===== config.mk =====
export PLATFORM = sky130hd
export DESIGN_NAME = frequency_ordered_lookup_table_unit
export DESIGN_NICKNAME = d
export VERILOG_FILES = /design/src/rtl/fol_pkg.sv /design/src/rtl/fol_dp.sv /design/src/rtl/fol_ctrl.sv /design/src/rtl/frequency_ordered_lookup_table_unit.sv
export SDC_FILE = /design/constraint.sdc
export NUM_CORES = 1
export LEC_CHECK = 0
export BUFFER_PORTS_ARGS = -buffer_cell sky130_fd_sc_hd__buf_2
export CORE_MARGIN = 1.5
export CORE_UTILIZATION = 60
export DETAILED_ROUTE_END_ITERATION = 10
export HOLD_SLACK_MARGIN = 0.1
export PLACE_DENSITY = 0.77
export RECOVER_POWER = 100
export SYNTH_ARGS = -nofsm -noshare
export SYNTH_HDL_FRONTEND = slang
export SYNTH_SLANG_ARGS = --single-unit

===== constraint.sdc =====
create_clock -name clk -period 9.8 [get_ports clk]
set_input_delay 1.47 -clock clk [delete_from_list [all_inputs] [get_ports clk]]
set_output_delay 1.47 -clock clk [all_outputs]
set_load 0.01 [all_outputs]

===== src/rtl/fol_pkg.sv =====
`default_nettype none
package fol_pkg;

	localparam int KEY_W    = 32;
	localparam int COUNT_W  = 16;
	localparam int FUNC_W   = 2;
	localparam int STATUS_W = 2;
	localparam int POS_W    = 3;

	typedef logic [KEY_W-1:0]    key_t;
	typedef logic [COUNT_W-1:0]  count_t;
	typedef logic [FUNC_W-1:0]   func_t;
	typedef logic [STATUS_W-1:0] status_t;
	typedef logic [POS_W-1:0]    pos_t;

	// Operation codes carried in the func field.
	localparam func_t FN_APPEND = 2'd0;
	localparam func_t FN_LOCATE = 2'd1;
	localparam func_t FN_CLEAR  = 2'd2;

	// Result status codes.
	localparam status_t ST_OK      = 2'd0;
	localparam status_t ST_MISSING = 2'd1;
	localparam status_t ST_FULL    = 2'd2;

	typedef enum logic [1:0] {
		S_IDLE,
		S_LOOK,
		S_UPDATE
	} state_t;

	// Commands from the controller to the datapath.
	typedef struct packed {
		logic load;    // capture the incoming beat
		logic look;    // run the key search and register its outcome
		logic commit;  // update the table and load the result register
	} cmd_t;

endpackage
`default_nettype wire


===== src/rtl/fol_dp.sv =====
`default_nettype none
module fol_dp #(
	parameter int ENTRIES = 8
) (
	input  wire logic              clk,
	input  wire logic              arst_n,
	input  wire fol_pkg::cmd_t     cmd,
	input  wire fol_pkg::func_t    func,
	input  wire fol_pkg::key_t     key_value,
	output fol_pkg::status_t       status,
	output fol_pkg::pos_t          position
);

	localparam int IW = (ENTRIES > 1) ? $clog2(ENTRIES) : 1;
	localparam int CW = $clog2(ENTRIES + 1);

	// Table storage, front first.
	fol_pkg::key_t   key_store_q   [ENTRIES];
	fol_pkg::count_t count_store_q [ENTRIES];
	logic [CW-1:0]   entry_count_q;

	// Captured operation.
	fol_pkg::func_t  func_q;
	fol_pkg::key_t   key_q;

	// Search results registered for the update cycle.
	logic            hit_s1;
	logic [IW-1:0]   idx_s1;
	fol_pkg::count_t cnew_s1;

	// Result register.
	fol_pkg::status_t status_q;
	fol_pkg::pos_t    position_q;

	logic [ENTRIES-1:0] match;
	logic [ENTRIES-1:0] first_hit;
	logic [IW-1:0]      idx_d;
	fol_pkg::count_t    csel;
	fol_pkg::count_t    cnew_d;
	logic [ENTRIES-1:0] blocker;
	logic [IW-1:0]      dest;
	logic               full;
	fol_pkg::key_t      key_prev   [ENTRIES];
	fol_pkg::count_t    count_prev [ENTRIES];

	assign full = (entry_count_q == CW'(ENTRIES));

	// Parallel compare against every valid entry, keep the frontmost hit.
	always_comb begin
		for (int j = 0; j < ENTRIES; j++) begin
			match[j] = (CW'(j) < entry_count_q) && (key_store_q[j] == key_q);
		end
		first_hit = match & (~match + ENTRIES'(1));
		idx_d = '0;
		csel  = '0;
		for (int j = 0; j < ENTRIES; j++) begin
			if (first_hit[j]) begin
				idx_d = idx_d | IW'(j);
			end
			csel = csel | ({fol_pkg::COUNT_W{first_hit[j]}} & count_store_q[j]);
		end
		cnew_d = (csel == '1) ? csel : csel + fol_pkg::count_t'(1);
	end

	// The entry moves ahead of the run of entries just in front of it whose
	// count does not exceed its new count; the nearest larger count stops it.
	always_comb begin
		for (int j = 0; j < ENTRIES; j++) begin
			blocker[j] = (IW'(j) < idx_s1) && (count_store_q[j] > cnew_s1);
		end
		dest = '0;
		for (int j = 0; j < ENTRIES - 1; j++) begin
			if (blocker[j]) begin
				dest = IW'(j + 1);
			end
		end
	end

	always_comb begin
		key_prev[0]   = key_store_q[0];
		count_prev[0] = count_store_q[0];
		for (int j = 1; j < ENTRIES; j++) begin
			key_prev[j]   = key_store_q[j-1];
			count_prev[j] = count_store_q[j-1];
		end
	end

	always_ff @(posedge clk) begin
		if (cmd.load) begin
			func_q <= func;
			key_q  <= key_value;
		end
		if (cmd.look) begin
			hit_s1  <= |match;
			idx_s1  <= idx_d;
			cnew_s1 <= cnew_d;
		end
	end

	// Table update. The located key equals the search key, so the key written
	// at the destination comes straight from the captured beat.
	always_ff @(posedge clk) begin
		if (cmd.commit) begin
			for (int j = 0; j < ENTRIES; j++) begin
				if (func_q == fol_pkg::FN_APPEND) begin
					if (!full && CW'(j) == entry_count_q) begin
						key_store_q[j]   <= key_q;
						count_store_q[j] <= '0;
					end
				end else if (func_q == fol_pkg::FN_LOCATE && hit_s1) begin
					if (IW'(j) == dest) begin
						key_store_q[j]   <= key_q;
						count_store_q[j] <= cnew_s1;
					end else if (IW'(j) > dest && IW'(j) <= idx_s1) begin
						key_store_q[j]   <= key_prev[j];
						count_store_q[j] <= count_prev[j];
					end
				end
			end
		end
	end

	always_ff @(posedge clk or negedge arst_n) begin
		if (!arst_n) begin
			entry_count_q <= '0;
		end else if (cmd.commit) begin
			if (func_q == fol_pkg::FN_APPEND && !full) begin
				entry_count_q <= entry_count_q + CW'(1);
			end else if (func_q == fol_pkg::FN_CLEAR) begin
				entry_count_q <= '0;
			end
		end
	end

	always_ff @(posedge clk) begin
		if (cmd.commit) begin
			unique case (func_q)
				fol_pkg::FN_APPEND: begin
					status_q   <= full ? fol_pkg::ST_FULL : fol_pkg::ST_OK;
					position_q <= '0;
				end
				fol_pkg::FN_LOCATE: begin
					status_q   <= hit_s1 ? fol_pkg::ST_OK : fol_pkg::ST_MISSING;
					position_q <= hit_s1 ? fol_pkg::pos_t'(dest) : fol_pkg::pos_t'(0);
				end
				default: begin
					status_q   <= fol_pkg::ST_OK;
					position_q <= '0;
				end
			endcase
		end
	end

	assign status   = status_q;
	assign position = position_q;

	a_count_bound: assert property (@(posedge clk) disable iff (!arst_n)
		entry_count_q <= CW'(ENTRIES))
		else $error("entry count exceeds table size");

	a_clear_empties: assert property (@(posedge clk) disable iff (!arst_n)
		cmd.commit && func_q == fol_pkg::FN_CLEAR |=> entry_count_q == '0)
		else $error("clear did not empty the table");

	a_full_holds: assert property (@(posedge clk) disable iff (!arst_n)
		cmd.commit && func_q == fol_pkg::FN_APPEND && full |=> entry_count_q == CW'(ENTRIES))
		else $error("rejected append changed the entry count");

endmodule
`default_nettype wire


===== src/rtl/fol_ctrl.sv =====
`default_nettype none
module fol_ctrl (
	input  wire logic       clk,
	input  wire logic       arst_n,
	input  wire logic       in_valid,
	output logic            in_ready,
	output logic            out_valid,
	input  wire logic       out_ready,
	output fol_pkg::cmd_t   cmd
);

	fol_pkg::state_t state_q;
	fol_pkg::state_t state_d;
	logic            out_valid_q;
	logic            slot_free;

	// The result register can take a new result if empty or being drained.
	assign slot_free = !out_valid_q || out_ready;

	always_ff @(posedge clk or negedge arst_n) begin
		if (!arst_n) begin
			state_q <= fol_pkg::S_IDLE;
		end else begin
			state_q <= state_d;
		end
	end

	always_comb begin
		state_d    = state_q;
		in_ready   = 1'b0;
		cmd.look   = 1'b0;
		cmd.commit = 1'b0;
		unique case (state_q)
			fol_pkg::S_IDLE: begin
				in_ready = 1'b1;
				if (in_valid) begin
					state_d = fol_pkg::S_LOOK;
				end
			end
			fol_pkg::S_LOOK: begin
				cmd.look = 1'b1;
				state_d  = fol_pkg::S_UPDATE;
			end
			fol_pkg::S_UPDATE: begin
				if (slot_free) begin
					cmd.commit = 1'b1;
					in_ready   = 1'b1;
					state_d    = in_valid ? fol_pkg::S_LOOK : fol_pkg::S_IDLE;
				end
			end
			default: begin
				state_d = fol_pkg::S_IDLE;
			end
		endcase
		cmd.load = in_valid && in_ready;
	end

	always_ff @(posedge clk or negedge arst_n) begin
		if (!arst_n) begin
			out_valid_q <= 1'b0;
		end else if (cmd.commit) begin
			out_valid_q <= 1'b1;
		end else if (out_ready) begin
			out_valid_q <= 1'b0;
		end
	end

	assign out_valid = out_valid_q;

	a_accept_to_look: assert property (@(posedge clk) disable iff (!arst_n)
		in_valid && in_ready |=> state_q == fol_pkg::S_LOOK)
		else $error("accepted beat did not start a search");

	a_look_to_update: assert property (@(posedge clk) disable iff (!arst_n)
		state_q == fol_pkg::S_LOOK |=> state_q == fol_pkg::S_UPDATE)
		else $error("search not followed by update");

	a_stall_holds: assert property (@(posedge clk) disable iff (!arst_n)
		state_q == fol_pkg::S_UPDATE && out_valid_q && !out_ready
		|=> state_q == fol_pkg::S_UPDATE && out_valid_q)
		else $error("update committed while the result register was occupied");

endmodule
`default_nettype wire


===== src/rtl/frequency_ordered_lookup_table_unit.sv =====
// Frequency-ordered lookup table: up to ENTRIES signed 32-bit keys kept
// front to back by access count, each with a saturating 16-bit count.
// Input channel (in_valid/in_ready) carries one operation per beat: func
// selects append, locate or clear, and key_value holds the key. Each input
// beat produces exactly one output beat (out_valid/out_ready) with status
// (ok, not found, table full) and the new front-relative position of a
// located entry, modulo 8.
// Each operation passes through a search state, which compares the key
// against every entry in parallel, and then an update state, which shifts
// the passed-over entries back one slot and writes the result register.
// A new beat is accepted when idle, or in the update state of the previous
// one once the output register is free. If the receiver stalls with a
// result still waiting, a beat is still taken while idle but holds in its
// update state, with in_ready low, until the output register drains.
// Reset empties the table and drops out_valid; stored keys are not cleared.
`default_nettype none
module frequency_ordered_lookup_table_unit #(
	parameter int ENTRIES = 8
) (
	input  wire logic                 clk,
	input  wire logic                 arst_n,
	input  wire logic                 in_valid,
	output logic                      in_ready,
	input  wire logic [1:0]           func,
	input  wire logic signed [31:0]   key_value,
	output logic                      out_valid,
	input  wire logic                 out_ready,
	output logic [1:0]                status,
	output logic [2:0]                position
);

	// Command bundle from the sequencer to the table datapath.
	fol_pkg::cmd_t cmd;

	// The controller steps each beat through search and update and owns the
	// output valid flag.
	fol_ctrl u_ctrl (
		.clk       (clk),
		.arst_n    (arst_n),
		.in_valid  (in_valid),
		.in_ready  (in_ready),
		.out_valid (out_valid),
		.out_ready (out_ready),
		.cmd       (cmd)
	);

	// The datapath holds the entries, the comparators, the shift network and
	// the result register.
	fol_dp #(
		.ENTRIES (ENTRIES)
	) u_dp (
		.clk       (clk),
		.arst_n    (arst_n),
		.cmd       (cmd),
		.func      (func),
		.key_value (key_value),
		.status    (status),
		.position  (position)
	);

endmodule
`default_nettype wire

==> qor.yml, run 1 <==
cts_root_buf: "clkbuf_16"
synth_common_cells: "443 x edfxtp_1, 225 x mux2_2, 137 x xnor2_1"
wl_met1_um: 28600
die_area_sq_um: 44000
cts_sinks: 450
topRoutingLayerUsed: "met4"
synth_warnings: 0
slew_violations: 496
drv_cap: 14
final_util_pct: 65.7
synth.top_cell.area_share_pct: 51.8
rows: 75
rsz0062_at_grt: "no"
criticalPathCategory: "reg2reg"
via_count: 17400
grt_pass1_vias: 17400
synth.avg_cell_area_sq_um: 12.7
synth_nets: 2175
reg2reg_slack_ns: 2.11
grt_pass1_wl_um: 114000
wl_met2_um: 38200
path_clk_slew_ns: 0.06
fin_nets: 2158
yosys-top-cells-area: "edfxtp_1 52%, mux2_2 9.9%, ha_1 5.7%"
finalSetupViolations: 0
grt_antenna_before_repair: 0
viasPerCell: 6.75
syn_area_sq_um: 25700
hold_path_class: "reg2reg"
die_h_um: 210
first_pass_iters: 5
wl_met3_um: 6130
finalCritPeriodShare_pct: 78.5
layout_setup_ws_ns: 2.11
gr-total-overflow: 0
yosysMostFrequentCell: "edfxtp_1"
synthCells: 2021
cts_buffers: 49
worst_setup_path_end_kind: "flop"
relSlewSlack_pct: -105
drc: 0
io_pins: 45
h-tree-depth: 2
place_ws_ns: 4.17
async_flop_share_pct: 1.56
ys.flop_type: "edfxtp_1"
ir_drop_v: 0.000202
grt_usage_pct: 35.6
gp_congestion: 0.979
postCtsSetupRepairBufs: 0
worstSetupStartpointType: "flop"
p_leak_nw: 9.66
drive_gt1_share_pct: 17.5
ys_seq_area_share_pct: 52.5
post-route-min-period_ns: 7.69
diodes: 0
grt_max_degree: 50
cts_tree: "done"
cp.required_ns: 9.46
crit_fanout: 48
drt_iter0_drc: 1754
multi_input_comb_area_sq_um: 11300
seqCellArea_sq_um: 13500
setup_tns_ns: 0
arrival_ns: 7.35
start_util_pct: 61.0
worstSkewPairLatency_ns: 0.61
fp.dieW_um: 210
synth_edf_count: 443
antenna_left: 0
fill_cells: 3122
synth_top_area_cell: "edfxtp_1"
ctsLongestPathBuffers: 3
postCtsHoldBufs: 0
wire_per_inst_um: 30.2
powerDensity_nw_per_um2: 159
hpwl_um: 54600
fin_skew_ns: 0.0136
violations: "capacitance limit, slew limit"
cts-resized-gates: 0
port_buffers: 44
ys_ff_latch: 450
outcome: "finished with violations"
worst_pin_slew_ns: 3.07
fmax_ghz: 0.130
totalWireLength_um: 77800
core_area_sq_um: 42000
yosysUniqueCellTypes: 69
syn_to_final_growth_pct: 7.62
hold_violations: 0
-- report_power, final --
group          internal, W  switching [W]  total [W]
clock network      0.00103       0.000782    0.00181
registers          0.00215      0.0000812    0.00223
logic             0.000154       0.000202   0.000357
-- cell families (layout without fill, tap and decap cells) --
kind of cell	Yosys count	in the layout	share of synthesized area [%]
xor gates and xnor gates	265	265	9.04
and+or+nand+nor	417	417	9.37
adders and majority gates	116	116	5.66
buffers and inverters	196	215	3.34
AOI/OAI and AO/OA	314	314	8.69
DFF	450	450	52.5
muxes	263	263	11.4
-- layer usage --
| layer | vias to the layer above | track usage, % |
|---|---|---|
| li1 | 7613 | - |
| met2 | 949 | 60.7 |
| met4 | 0 | 20.2 |
| met5 | - | 0 |
| met3 | 224 | 4.91 |
| met1 | 8630 | 43.7 |
-- final timing paths --
path                             startpoint                       to  cells after the start
hold reg to reg            u_ctrl.out_valid         u_ctrl.out_valid                      2
setup reg to reg            u_dp.cnew_s1[1]  u_dp.key_store_q[1][11]                     14
max in group asynchronous            arst_n    u_dp.entry_count_q[2]                      1
hold / removal             u_ctrl.out_valid         u_ctrl.out_valid                      2
min in group asynchronous            arst_n    u_dp.entry_count_q[1]                      1
setup / recovery            u_dp.cnew_s1[1]  u_dp.key_store_q[1][11]                     14
-- critical path, stage by stage, from the launching register on --
cell and delay [ns]:
edfxtp_1 0.56, inv_1 0.32, ha_1 0.38, nor2b_1 0.15
o211ai_1 0.09, a21boi_0 0.19, o21a_1 0.13, o21a_1 0.10
o21a_1 0.15, o21ai_0 0.10, a221o_1 0.43, clkbuf_1 0.75
nand4_1 0.36, clkbuf_1 0.90, nand2_1 2.08
-- state kept, by name, summed over array words and instances, names as in the netlist --
| signal | flops |
|---|---|
| u_dp.position | 3 |
| u_dp.hit_s1 | 1 |
| u_dp.func_q | 2 |
| u_dp.count_store_q | 128 |
| u_dp.key_q | 32 |
| u_ctrl.state_q | 2 |
| u_ctrl.out_valid | 1 |
| u_dp.entry_count_q | 4 |
| u_dp.idx_s1 | 3 |
| u_dp.status | 2 |
| u_dp.key_store_q | 256 |
| u_dp.cnew_s1 | 16 |
-- layout make-up --
| class | instances | share of cell area [%] |
|---|---|---|
| tap | 539 | 2.44 |
| clock buffer | 59 | 4.58 |
| sequential | 450 | 48.8 |
| multi-input combinational | 1375 | 41.0 |
| timing repair buffer | 78 | 1.45 |
| clock inverter | 28 | 1.03 |
| inverter | 50 | 0.680 |
-- stage by stage --
step                instance area (sq um)  total power, W  cells  hold WS (ns)
floorplan                           25700         0.00249   2021         0.421
global placement                    26300         0.00261   2492         0.529
detailed placement                  26300         0.00262   2492         0.541
CTS                                 27800         0.00441   2579         0.555
global route                        27600         0.00451   2579         0.581
finish                              27600         0.00440   2579         0.558
-- cell usage in the layout (no fill, tap or decap), types with 17 or more instances in the layout --
cell type	Yosys	final
inv_1	50	50
and2_1	37	24
o21ai_0	36	36
mux2_2	225	217
buf_2	68	33
buf_4	4	17
mux2i_1	35	35
nor4_1	34	32
a21o_1	39	39
nor2_1	79	79
nor3_1	19	18
edfxtp_1	443	443
clkbuf_16	0	49
ha_1	116	116
nand3_1	45	46
xor2_1	128	128
o211ai_1	17	17
nand4_1	84	84
nand2_1	32	32
a21oi_1	73	73
clkbuf_1	46	37
xnor2_1	137	137
a22o_1	65	65
No activity file was read; power rests on OpenSTA's default activity.
==> inputs of run 2 (changes only) <==
- ABC_AREA: default -> 1
- PLACE_DENSITY: 0.77 -> 0.76
- clock period: 9.8 -> 7.55 ns (I/O delays scaled with it)
==> run 2 against run 1 <==
  * The run still ends with capacitance limit, slew limit left
  * Clock-buffer cell count up 8
  * Maximum frequency up 20%
  * Design area up 13%
  * Clock skew up 0.014 ns
  * Area after synthesis up 13%
  * First-iteration DRC count rose to 2.8 times the previous value
  * Clock power up 43%
  * Die area up 13%
  * Combinational power up 110%
  * Cell count up 68%
  * Critical path type unchanged
  * Largest power group unchanged
  * Highest routed layer unchanged
==> qor.yml, run 2 <==
port_buffers: 44
drc: 0
r2r-end: "u_dp.cnew_s1[7]"
core_area_sq_um: 47700
fin_skew_ns: 0.0272
p_total_w: 0.00630
h-tree-depth: 2
drv_cap: 13
postCtsHoldBufs: 0
p_leak_nw: 13.4
synthCells: 3677
grt_pass1_wl_um: 152000
r2r_start: "u_dp.key_q[17]"
layout_commonest_cell: "nand2_1"
cp-endpoint: "u_dp.cnew_s1[7]"
hold_violations: 0
cts_root_buf: "clkbuf_16"
worst_pin_slew_ns: 4.03
top_register: "u_dp.key_store_q"
ys_ff_latch: 450
powerDensity_nw_per_um2: 202
synth_top_area_cell: "edfxtp_1"
worst_setup_path_end_kind: "flop"
arrival_ns: 6.77
ctsLongestPathBuffers: 3
grt_usage_pct: 41.5
cts_sinks: 450
syn_area_sq_um: 29000
drt_iter0_drc: 4824
totalWireLength_um: 103000
ys_seq_area_share_pct: 46.4
hold_path_class: "in2async"
post-route-min-period_ns: 6.43
finalSetupViolations: 0
reg2reg_slack_ns: 1.12
outcome: "finished with violations"
hpwl_um: 78100
fmax_ghz: 0.155
first_pass_iters: 6
via_count: 26900
cp.required_ns: 7.89
synth_warnings: 0
drive_gt1_share_pct: 5.77
syn_to_final_growth_pct: 7.38
worstSetupStartpointType: "flop"
violations: "capacitance limit, slew limit"
io_pins: 45
ys.flop_type: "edfxtp_1"
yosysUniqueCellTypes: 50
gr-total-overflow: 0
grt_pass1_vias: 24100
start_util_pct: 60.8
gp_congestion: 1.05
cts_buffers: 51
grt_max_degree: 81
die_area_sq_um: 49700
largest_register_ffs: 256
rows: 80
setup_tns_ns: 0
path_clk_slew_ns: 0.06
slew_violations: 578
finalCritPeriodShare_pct: 85.2
crit_fanout: 33
postCtsSetupRepairBufs: 0
layout_common_cells: "1126 x nand2_1, 443 x edfxtp_1, 383 x nor2_1"
viasPerCell: 6.21
rsz0062_at_grt: "no"
synth_common_cells: "1124 x nand2_1, 443 x edfxtp_1, 382 x nor2_1"
critPathLaunch: "u_dp.key_q[17]"
grt_antenna_before_repair: 1
fp.dieW_um: 223
criticalPathCategory: "reg2reg"
synth_edf_count: 443
worstSkewPairLatency_ns: 0.62
synth.avg_cell_area_sq_um: 7.90
yosys-top-cells-area: "edfxtp_1 46%, nand2_1 15%, ha_1 5.0%"
antenna_left: 0
reg2reg_depth: 25
top_regs: "u_dp.key_store_q: 256 flops, u_dp.count_store_q: 128 flops, u_dp.key_q: 32 flops"
fin_nets: 3824
wire_per_inst_um: 23.9
async_flop_share_pct: 1.56
relSlewSlack_pct: -169
synth.top_cell.area_share_pct: 45.8
cts_tree: "done"
cts-resized-gates: 0
yosysMostFrequentCell: "nand2_1"
die_h_um: 223
ir_drop_v: 0.000203
synth_nets: 3831
==> run 2: routing by layer <==
layer / GRT usage [%] / vias up / routed length, um
li1: - / 12200 / -
met1: 62.6 / 12300 / 41800
met2: 55.0 / 2110 / 39900
met3: 15.3 / 208 / 18800
met4: 12.0 / 0 / 3050
met5: 0 / - / 0
==> run 2: kinds of logic (layout without fill, tap and decap cells) <==
group | count (synthesis) | in the layout | synth area share, %
flops | 450 | 450 | 46.4
other cells | 0 | 1 | 0
fa+ha+maj | 116 | 116 | 5.00
simple gates | 1966 | 1966 | 28.6
buf+inv | 548 | 582 | 7.88
xor+xnor | 110 | 110 | 3.32
compound gates | 487 | 487 | 8.74
==> run 2: power breakdown <==
part,internal (W),total (W),switching [W]
registers,0.00283,0.00295,0.000123
clock network,0.00151,0.00259,0.00108
logic,0.000207,0.000753,0.000546
total,0.00454,0.00630,0.00175
==> run 2: worst min path at each step <==
stage / to / slack (ns) / cells past startpoint
2_1_floorplan: u_dp.key_store_q[0][18] / 0.43 / 0
3_3_place_gp: u_ctrl.state_q[1] / 0.53 / 1
3_5_place_dp: u_ctrl.state_q[1] / 0.54 / 1
4_1_cts: u_dp.entry_count_q[3] / 0.35 / 1
5_1_grt: u_dp.entry_count_q[2] / 0.47 / 1
6_report: u_dp.entry_count_q[2] / 0.45 / 1
==> run 2: area by class of cell <==
type	instances	area (sq um)
diodes	1	2.50
clock buffers	67	1400
clock inverters	27	308
fillers	4201	16600
inverters	412	1550
multi-input cells	2679	13300
flip-flops and latches	450	13500
well taps	615	769
repair buffers	76	397
==> run 2: metrics by stage <==
| step | setup slack (ns) | cell area (sq um) | instances | hold slack, ns | utilization, % |
|---|---|---|---|---|---|
| global placement | 2.21 | 29600 | 4232 | 0.528 | 62.0 |
| finish | 1.12 | 31200 | 4327 | 0.447 | 65.3 |
| global route | 0.938 | 31200 | 4326 | 0.472 | 65.3 |
| CTS | 2.22 | 31300 | 4326 | 0.351 | 65.6 |
| floorplan | 1.67 | 29000 | 3677 | 0.428 | - |
| detailed placement | 2.26 | 29600 | 4232 | 0.535 | 62.0 |
==> run 2: critical path, cell delays in order (launching register included) <==
cell      delay [ns]
edfxtp_1        0.36
clkbuf_1        0.41
inv_1           0.54
nand2_1         0.11
nand2_1         0.08
nor3b_1         0.06
nand2_1         0.06
nor2_1          0.04
nand3_1         0.76
nand2_1         0.45
nor2_4          0.59
buf_4           0.45
nand2_2         0.20
o21ai_0         0.20
nor2_1          0.08
nand2_2         0.09
ha_1            0.28
nand2_1         0.14
inv_1           0.07
nand2_1         0.07
nor2_1          0.23
nand3_2         0.44
nand2_1         0.17
nand2_1         0.06
nand2_1         0.06
inv_1           0.09
